[src/rtl/core/rebd_pkg.sv]
// Types and constants for the rotary encoder and button event block.
// No dependencies; imported by every module of the block except the checker.
package rebd_pkg;

    // Detent patterns: the last two valid transitions, older one in the high nibble.
    localparam logic [7:0] CW_PATTERN  = 8'h17;
    localparam logic [7:0] CCW_PATTERN = 8'h2B;

    localparam logic        RST_TABLE_MODE   = 1'b1;
    localparam logic [15:0] RST_VALID_MASK   = 16'd27030;
    localparam logic [15:0] RST_DEBOUNCE_MS  = 16'd50;
    localparam logic [15:0] RST_LONG_MS      = 16'd1000;
    localparam logic [15:0] RST_DBL_GAP_MS   = 16'd300;

    localparam int unsigned ADDR_BITS = 5;
    localparam int unsigned DATA_BITS = 32;

    typedef enum logic [2:0] {
        REG_TABLE_MODE = 3'd0,
        REG_VALID_MASK = 3'd1,
        REG_DEBOUNCE   = 3'd2,
        REG_LONG_CLICK = 3'd3,
        REG_DBL_GAP    = 3'd4
    } t_reg_idx;

    typedef struct packed {
        logic [15:0] debounce_ms;
        logic [15:0] long_click_ms;
        logic [15:0] dbl_gap_ms;
    } t_btn_cfg;

    typedef struct packed {
        logic        table_mode;
        logic [15:0] valid_mask;
    } t_rot_cfg;

    typedef struct packed {
        logic step_cw;
        logic step_ccw;
        logic single_click;
        logic long_click;
        logic double_click;
    } t_events;

endpackage

[src/rtl/core/rebd_button.sv]
// Push button press classifier: bounce, long, single and double clicks.
// Depends on rebd_pkg for the threshold struct.
module rebd_button
    import rebd_pkg::*;
#(
    parameter int unsigned TIME_BITS = 32
) (
    input  logic                 i_clk,
    input  logic                 i_rst_n,
    input  logic                 i_en,
    input  logic                 i_button_level,
    input  logic [TIME_BITS-1:0] i_time_ms,
    input  t_btn_cfg             i_cfg,
    output logic                 o_single_click,
    output logic                 o_long_click,
    output logic                 o_double_click
);

    logic                 r_button_prev, n_button_prev;
    logic [TIME_BITS-1:0] r_press_time, n_press_time;
    logic [1:0]           r_click_count, n_click_count;
    logic [TIME_BITS-1:0] r_first_click_time, n_first_click_time;

    logic [TIME_BITS-1:0] held;
    logic [TIME_BITS-1:0] since_first;
    logic [TIME_BITS-1:0] debounce_w, long_w, gap_w;
    logic [1:0]           count_inc;

    // Differences wrap naturally at the register width.
    assign held        = i_time_ms - r_press_time;
    assign since_first = i_time_ms - r_first_click_time;
    assign debounce_w  = TIME_BITS'(i_cfg.debounce_ms);
    assign long_w      = TIME_BITS'(i_cfg.long_click_ms);
    assign gap_w       = TIME_BITS'(i_cfg.dbl_gap_ms);
    assign count_inc   = (r_click_count == 2'd3) ? 2'd3 : r_click_count + 2'd1;

    always_comb begin
        n_button_prev      = i_button_level;
        n_press_time       = r_press_time;
        n_click_count      = r_click_count;
        n_first_click_time = r_first_click_time;
        o_single_click     = 1'b0;
        o_long_click       = 1'b0;
        o_double_click     = 1'b0;
        if (r_button_prev && !i_button_level) begin
            n_press_time = i_time_ms;
        end else if (!r_button_prev && i_button_level) begin
            if (held < debounce_w) begin
                n_click_count = r_click_count;
            end else if (held > long_w) begin
                o_long_click = 1'b1;
            end else begin
                n_click_count = count_inc;
                if (count_inc == 2'd1) begin
                    n_first_click_time = i_time_ms;
                end
            end
        end else begin
            if (r_click_count == 2'd1 && since_first > gap_w) begin
                n_first_click_time = '0;
                n_click_count      = 2'd0;
                o_single_click     = 1'b1;
            end else if (r_click_count > 2'd1) begin
                n_first_click_time = '0;
                n_click_count      = 2'd0;
                o_double_click     = 1'b1;
            end
        end
    end

    always_ff @(posedge i_clk) begin
        if (!i_rst_n) begin
            r_button_prev      <= 1'b1;
            r_press_time       <= '0;
            r_click_count      <= 2'd0;
            r_first_click_time <= '0;
        end else if (i_en) begin
            r_button_prev      <= n_button_prev;
            r_press_time       <= n_press_time;
            r_click_count      <= n_click_count;
            r_first_click_time <= n_first_click_time;
        end
    end

endmodule

[src/rtl/core/rebd_rotary.sv]
// Quadrature decoder with a transition-table mode and a signal-cleaning mode.
// Depends on rebd_pkg for the detent patterns and the mode struct.
module rebd_rotary
    import rebd_pkg::*;
(
    input  logic     i_clk,
    input  logic     i_rst_n,
    input  logic     i_en,
    input  logic     i_clk_level,
    input  logic     i_data_level,
    input  t_rot_cfg i_cfg,
    output logic     o_step_cw,
    output logic     o_step_ccw
);

    logic       r_raw_clk_prev, r_raw_data_prev;
    logic       r_clean_clk, r_clean_data, r_clean_clk_prev, r_clean_data_prev;
    logic [3:0] r_pair_history, n_pair_history;
    logic [7:0] r_step_history, n_step_history;
    logic       n_clean_clk, n_clean_data;
    logic       pair_valid;
    logic       tbl_cw, tbl_ccw, cln_cw, cln_ccw;

    // Table mode: only transitions marked in the mask enter the step history.
    assign n_pair_history = {r_pair_history[1:0], i_clk_level, i_data_level};
    assign pair_valid     = i_cfg.valid_mask[n_pair_history];
    assign n_step_history = pair_valid ? {r_step_history[3:0], n_pair_history}
                                       : r_step_history;
    assign tbl_cw  = pair_valid && (n_step_history == CW_PATTERN);
    assign tbl_ccw = pair_valid && (n_step_history == CCW_PATTERN);

    // Cleaning mode: an edge on one pin makes its clean copy take the other pin.
    assign n_clean_clk  = (r_raw_clk_prev != i_clk_level) ? i_data_level : r_clean_clk;
    assign n_clean_data = (r_raw_data_prev != i_data_level) ? i_clk_level : r_clean_data;
    assign cln_cw  = !r_clean_clk_prev && n_clean_clk && !n_clean_data;
    assign cln_ccw = !r_clean_data_prev && n_clean_data && !n_clean_clk;

    assign o_step_cw  = i_cfg.table_mode ? tbl_cw : cln_cw;
    assign o_step_ccw = i_cfg.table_mode ? tbl_ccw : cln_ccw;

    always_ff @(posedge i_clk) begin
        if (!i_rst_n) begin
            r_raw_clk_prev    <= 1'b1;
            r_raw_data_prev   <= 1'b1;
            r_clean_clk       <= 1'b1;
            r_clean_data      <= 1'b1;
            r_clean_clk_prev  <= 1'b1;
            r_clean_data_prev <= 1'b1;
            r_pair_history    <= 4'd0;
            r_step_history    <= 8'd0;
        end else if (i_en) begin
            if (i_cfg.table_mode) begin
                r_pair_history <= n_pair_history;
                r_step_history <= n_step_history;
            end else begin
                r_raw_clk_prev    <= i_clk_level;
                r_raw_data_prev   <= i_data_level;
                r_clean_clk       <= n_clean_clk;
                r_clean_data      <= n_clean_data;
                r_clean_clk_prev  <= n_clean_clk;
                r_clean_data_prev <= n_clean_data;
            end
        end
    end

endmodule

[src/rtl/core/rotary_encoder_button_debouncer.sv]
// Rotary encoder and push button event detector, top level.
// An accepted poll's flags are registered in the output register, or in the skid entry while it waits, before o_valid.
// Throughput: one poll per cycle while o_stall is low; an output register plus a skid entry keep input open.
// o_stall rises only when the skid entry holds a transaction that waits downstream.
// Reset (synchronous, i_rst_n low) clears all decoder state and loads register defaults.
module rotary_encoder_button_debouncer
    import rebd_pkg::*;
#(
    parameter int unsigned TIME_BITS = 32
) (
    input  logic                 i_clk,
    input  logic                 i_rst_n,
    input  logic                 i_valid,
    output logic                 o_stall,
    input  logic                 i_clk_level,
    input  logic                 i_data_level,
    input  logic                 i_button_level,
    input  logic [TIME_BITS-1:0] i_time_ms,
    output logic                 o_valid,
    input  logic                 i_stall,
    output logic                 o_step_cw,
    output logic                 o_step_ccw,
    output logic                 o_single_click,
    output logic                 o_long_click,
    output logic                 o_double_click,
    input  logic                 psel,
    input  logic                 penable,
    input  logic                 pwrite,
    input  logic [ADDR_BITS-1:0] paddr,
    input  logic [DATA_BITS-1:0] pwdata,
    output logic [DATA_BITS-1:0] prdata,
    output logic                 pready
);

    logic        r_table_mode;
    logic [15:0] r_valid_mask, r_debounce_ms, r_long_ms, r_dbl_gap_ms;
    t_reg_idx    reg_idx;
    logic        cfg_wr;

    t_btn_cfg btn_cfg;
    t_rot_cfg rot_cfg;
    t_events  events;

    logic    accept, out_take;
    logic    r_out_valid, n_out_valid, r_skid_valid, n_skid_valid;
    t_events r_out, n_out, r_skid, n_skid;

    // Configuration port.
    assign pready  = 1'b1;
    assign reg_idx = t_reg_idx'(paddr[ADDR_BITS-1:2]);
    assign cfg_wr  = psel && penable && pwrite;

    always_ff @(posedge i_clk) begin
        if (!i_rst_n) begin
            r_table_mode  <= RST_TABLE_MODE;
            r_valid_mask  <= RST_VALID_MASK;
            r_debounce_ms <= RST_DEBOUNCE_MS;
            r_long_ms     <= RST_LONG_MS;
            r_dbl_gap_ms  <= RST_DBL_GAP_MS;
        end else if (cfg_wr) begin
            unique case (reg_idx)
                REG_TABLE_MODE: r_table_mode  <= pwdata[0];
                REG_VALID_MASK: r_valid_mask  <= pwdata[15:0];
                REG_DEBOUNCE:   r_debounce_ms <= pwdata[15:0];
                REG_LONG_CLICK: r_long_ms     <= pwdata[15:0];
                REG_DBL_GAP:    r_dbl_gap_ms  <= pwdata[15:0];
                default:        r_table_mode  <= r_table_mode;
            endcase
        end
    end

    always_comb begin
        unique case (reg_idx)
            REG_TABLE_MODE: prdata = {{(DATA_BITS-1){1'b0}}, r_table_mode};
            REG_VALID_MASK: prdata = {{(DATA_BITS-16){1'b0}}, r_valid_mask};
            REG_DEBOUNCE:   prdata = {{(DATA_BITS-16){1'b0}}, r_debounce_ms};
            REG_LONG_CLICK: prdata = {{(DATA_BITS-16){1'b0}}, r_long_ms};
            REG_DBL_GAP:    prdata = {{(DATA_BITS-16){1'b0}}, r_dbl_gap_ms};
            default:        prdata = '0;
        endcase
    end

    assign btn_cfg = '{debounce_ms: r_debounce_ms, long_click_ms: r_long_ms,
                       dbl_gap_ms: r_dbl_gap_ms};
    assign rot_cfg = '{table_mode: r_table_mode, valid_mask: r_valid_mask};

    assign accept   = i_valid && !r_skid_valid;
    assign out_take = r_out_valid && !i_stall;

    rebd_button #(
        .TIME_BITS (TIME_BITS)
    ) u_button (
        .i_clk          (i_clk),
        .i_rst_n        (i_rst_n),
        .i_en           (accept),
        .i_button_level (i_button_level),
        .i_time_ms      (i_time_ms),
        .i_cfg          (btn_cfg),
        .o_single_click (events.single_click),
        .o_long_click   (events.long_click),
        .o_double_click (events.double_click)
    );

    rebd_rotary u_rotary (
        .i_clk        (i_clk),
        .i_rst_n      (i_rst_n),
        .i_en         (accept),
        .i_clk_level  (i_clk_level),
        .i_data_level (i_data_level),
        .i_cfg        (rot_cfg),
        .o_step_cw    (events.step_cw),
        .o_step_ccw   (events.step_ccw)
    );

    // Output register with one skid entry behind it.
    always_comb begin
        n_out_valid  = r_out_valid;
        n_out        = r_out;
        n_skid_valid = r_skid_valid;
        n_skid       = r_skid;
        if (out_take) begin
            n_out_valid = 1'b0;
        end
        if (r_skid_valid) begin
            if (out_take) begin
                n_out        = r_skid;
                n_out_valid  = 1'b1;
                n_skid_valid = 1'b0;
            end
        end else if (accept) begin
            if (!r_out_valid || out_take) begin
                n_out       = events;
                n_out_valid = 1'b1;
            end else begin
                n_skid       = events;
                n_skid_valid = 1'b1;
            end
        end
    end

    always_ff @(posedge i_clk) begin
        if (!i_rst_n) begin
            r_out_valid  <= 1'b0;
            r_skid_valid <= 1'b0;
        end else begin
            r_out_valid  <= n_out_valid;
            r_skid_valid <= n_skid_valid;
        end
    end

    always_ff @(posedge i_clk) begin
        r_out  <= n_out;
        r_skid <= n_skid;
    end

    assign o_stall        = r_skid_valid;
    assign o_valid        = r_out_valid;
    assign o_step_cw      = r_out.step_cw;
    assign o_step_ccw     = r_out.step_ccw;
    assign o_single_click = r_out.single_click;
    assign o_long_click   = r_out.long_click;
    assign o_double_click = r_out.double_click;

endmodule

[config.mk]
export PLATFORM = sky130hd
export DESIGN_NAME = rotary_encoder_button_debouncer
export DESIGN_NICKNAME = d
export VERILOG_FILES = /design/src/rtl/core/rebd_pkg.sv /design/src/rtl/core/rebd_button.sv /design/src/rtl/core/rebd_rotary.sv /design/src/rtl/core/rotary_encoder_button_debouncer.sv
export SDC_FILE = /design/constraint.sdc
export NUM_CORES = 1
export LEC_CHECK = 0
export BUFFER_PORTS_ARGS = -buffer_cell sky130_fd_sc_hd__buf_2
export CORE_ASPECT_RATIO = 1.75
export CORE_MARGIN = 8
export CORE_UTILIZATION = 47
export DETAILED_ROUTE_END_ITERATION = 10
export GPL_TIMING_DRIVEN = 0
export HOLD_SLACK_MARGIN = 0.1
export PLACE_DENSITY = 0.76
export SETUP_SLACK_MARGIN = 0.05
export SLEW_MARGIN = 10
export SYNTH_ARGS = -nofsm -noshare
export SYNTH_HDL_FRONTEND = slang
export SYNTH_SLANG_ARGS = --single-unit
[constraint.sdc]
create_clock -name i_clk -period 6 [get_ports i_clk]
set_input_delay 0.3 -clock i_clk [delete_from_list [all_inputs] [get_ports i_clk]]
set_output_delay 0.3 -clock i_clk [all_outputs]
set_load 0.02 [all_outputs]
==> results.py <==
metrics = {
    "outcome": {
        "status": "completed",
    },
    "logic_synthesis": {
        "yosys_warnings": 0,
        "ys_seq_area_share_pct": 26.2,
        "synth_area_leader_cell": "dfxtp_1",
        "syn_area_um2": 12100,
        "synth_compound_area_share_pct": 25.0,
        "synth-main-ff-cell": "dfxtp_1",
        "synthAdderAreaFrac_pct": 11.6,
        "synth_xor_area_share_pct": 3.46,
        "ys_async_sr_fraction_pct": 0,
        "synth_seq_cells": 154,
        "synth_top_family_by_area": "compound AO/OA/AOI/OAI gates",
        "avgSynthCellArea_um2": 7.65,
        "yosys.area.top_type_share_pct": 23.7,
        "synth_edf_count": 10,
        "syn_inst": 1587,
        "synth_mux_area_share_pct": 3.78,
        "synth_simple_gate_area_share_pct": 21.9,
        "yosysUniqueCellTypes": 85,
        "ys_top_cells_by_area": "dfxtp_1 24%, ha_1 11%, nand2_1 9.3%, a21boi_0 4.9%, inv_1 3.9%",
    },
    "clock_tree": {
        "cts_setup_buffers": 0,
        "h-tree-depth": 4,
        "numCtsBuffers": 17,
        "clock_latency_ns": 0.46,
        "cts_resized": 0,
        "cts_tree": "yes",
        "cts_root_buf": "clkbuf_16",
        "cts_sinks": 154,
        "path_clk_slew_ns": 0.07,
        "cts.path.max_buffers": 2,
        "ctsHoldBuffers": 1,
    },
    "detailed_routing": {
        "num_vias": 11800,
        "wl_per_cell_um": 19.7,
        "first_pass_iters": 7,
        "wl_mm": 40.2,
        "antenna_left": 0,
        "drt_iter0_drc": 861,
        "drc": 0,
        "vias_per_cell": 5.81,
    },
    "sta": {
        "rsz0062_at_grt": "no",
        "setup_viol": 0,
        "final.setup.tns_ns": 0,
        "worst_slew_margin_rel_pct": 19.1,
        "slew_violations": 0,
        "max_freq_mhz": 188,
        "finalHoldViolCount": 0,
        "fin_skew_ns": 0.0133,
        "period_needed_ns": 5.31,
        "max_slew.worst_pin.slew_ns": 1.20,
        "hold_slack_ns": 0.143,
        "fin_crit_sh_pct": 88.5,
    },
    "global_routing": {
        "grt-ovfl-total": 0,
        "grt_max_degree": 17,
        "antenna_found_initial": 1,
        "grt_pass1_vias": 11500,
        "grt_pass1_wl_mm": 61.7,
        "grt_usage_pct": 25.5,
    },
    "job": {
        "maxCapViolCount": 0,
    },
    "hold_path": {
        "min_path_type": "in2reg",
    },
    "die": {
        "dieArea_um2": 31400,
        "dieWidth_um": 138,
        "io_pins": 119,
        "core_um2": 25700,
        "rows": 78,
        "floorplan.initialDensity_pct": 47.3,
        "die_y_um": 229,
    },
    "layout": {
        "num_antenna_cells": 0,
        "num-nets-final": 1893,
        "layout-drive-gt1-share_pct": 11.0,
        "area_delta_synth_final_pct": 11.7,
    },
    "setup_path": {
        "cp_max_fo": 10,
        "path_class": "reg2reg",
        "cp_data_required_time_ns": 6.34,
        "arrival_ns": 5.65,
        "worstSetupStartpointType": "flop",
        "end_kind": "flop",
    },
    "power": {
        "power_density_nw_per_um2": 210,
        "power.leakage_uw": 0.00567,
        "irDropWorstVdd_uv": 222,
    },
    "place": {
        "post-dp-hpwl_mm": 32.3,
        "port_buffers": 81,
        "place.gp.congestion": 0.978,
    },
}
cells by family (layout without fill, tap and decap cells):
| kind of cell | Yosys count | count (layout) |
|---|---|---|
| adder cells (fa/ha/maj) | 112 | 112 |
| AND/OR/NAND/NOR | 572 | 572 |
| AO/OA/AOI/OAI | 433 | 433 |
| flip-flops | 154 | 154 |
| buffers and inverters | 228 | 342 |
| other | 2 | 17 |
| XOR/XNOR | 48 | 48 |
| multiplexers | 38 | 38 |
power by group:
part	total, uW	switching [uW]	leakage, uW	internal (uW)
Combinational	740	459	0.00415	281
Sequential	1070	13.1	0.00126	1050
Clock	1040	494	0.000262	547
Total	2850	966	0.00567	1880
Yosys cell counts (11+ instances only):
library cell,number
nand2_1,300
dfxtp_1,144
inv_1,127
ha_1,109
nor2_1,86
a21boi_0,79
a21oi_1,76
clkbuf_1,64
o21ai_0,57
and3_1,43
a21o_1,40
a211o_1,33
nand3_1,32
xnor2_1,29
nand4_1,25
o211ai_1,22
mux2_2,21
buf_4,20
xor2_1,19
a22oi_1,17
nor2b_1,17
o21a_1,17
nand2b_1,13
a31oi_1,12
mux2i_1,11
sequential cells by signal, summed over array words and instances (netlist names), 2 cells and up:
name,cells
u_button.r_first_click_time,32
u_button.r_press_time,32
r_dbl_gap_ms,16
r_debounce_ms,16
r_long_ms,16
r_valid_mask,16
r_skid,5
u_rotary.r_step_history,4
u_button.r_click_count,2
u_rotary.r_pair_history,2
path summary, 6_finish.rpt:
check	from	end	slack, ns	depth (start not counted)
min	i_button_level	u_button.r_button_prev$_SDFFE_PN1P_	0.14	3
max	u_button.r_press_time[1]$_SDFFE_PN0P_	u_button.r_first_click_time[23]$_SDFFE_PN0P_	0.69	21
max reg2reg	u_button.r_press_time[1]$_SDFFE_PN0P_	u_button.r_first_click_time[23]$_SDFFE_PN0P_	0.69	21
min reg2reg	u_button.r_press_time[8]$_SDFFE_PN0P_	u_button.r_press_time[8]$_SDFFE_PN0P_	0.47	2
metrics by stage:
stage | cells | setup slack, ns | util (%) | instance area (um2) | total power (uW)
5_1_grt | 2036 | 0.390 | 52.8 | 13600 | 2970
4_1_cts | 2036 | 0.768 | 52.8 | 13600 | 2850
3_3_place_gp | 2003 | 0.762 | 50.7 | 13000 | 1800
6_report | 2036 | 0.688 | 52.8 | 13600 | 2850
3_5_place_dp | 2003 | 0.728 | 50.7 | 13000 | 1820
2_1_floorplan | 1602 | 1.53 | - | 12200 | 1600
per-layer routing:
metal,global-route usage (%),vias up,part of all wire [%]
met1,24.8,5490,35
met5,0,-,0.020
met3,3.68,141,5.0
li1,-,5778,-
met2,45.4,410,51
met4,21.8,2,8.6
cell type report:
class / instances / area, um2
timing repair buffer: 82 / 415
sequential: 154 / 3180
multi-input combinational: 1220 / 8050
tap: 320 / 400
clock buffer: 18 / 439
clock inverter: 14 / 110
fill: 2484 / 12100
buffer: 101 / 488
inverter: 127 / 477
critical path: stages (launching register included):
cell and delay (ns):
dfxtp_1 0.38, inv_1 0.06, ha_1 0.26, nor2b_1 0.14
o2111ai_1 0.40, a21oi_1 0.20, nor3_1 0.38, nor2_1 0.13
nor2_1 0.15, xnor2_1 0.26, ha_1 0.35, nand4_1 0.11
nor2_1 0.06, and4_1 0.22, a221oi_1 0.36, o21a_1 0.20
o22ai_1 0.16, a2111oi_4 0.37, nand4_4 0.28, buf_6 0.24
and3_1 0.18, a211o_1 0.26
placed cells by master, fill, tap and decap left out, drive strengths merged, types with 19 or more instances in the layout:
master | Yosys | layout
inv | 127 | 134
a21o | 40 | 40
o21ai | 66 | 66
xnor2 | 29 | 29
nand2 | 300 | 300
and3 | 43 | 43
o211ai | 22 | 22
nand3 | 32 | 32
ha | 109 | 109
xor2 | 19 | 19
a21boi | 81 | 81
dfxtp | 144 | 144
a21oi | 78 | 78
buf | 37 | 118
nand4 | 26 | 26
clkbuf | 64 | 82
mux2 | 23 | 23
nor2 | 86 | 86
a211o | 33 | 33
Power figures use the tool's default switching activity.
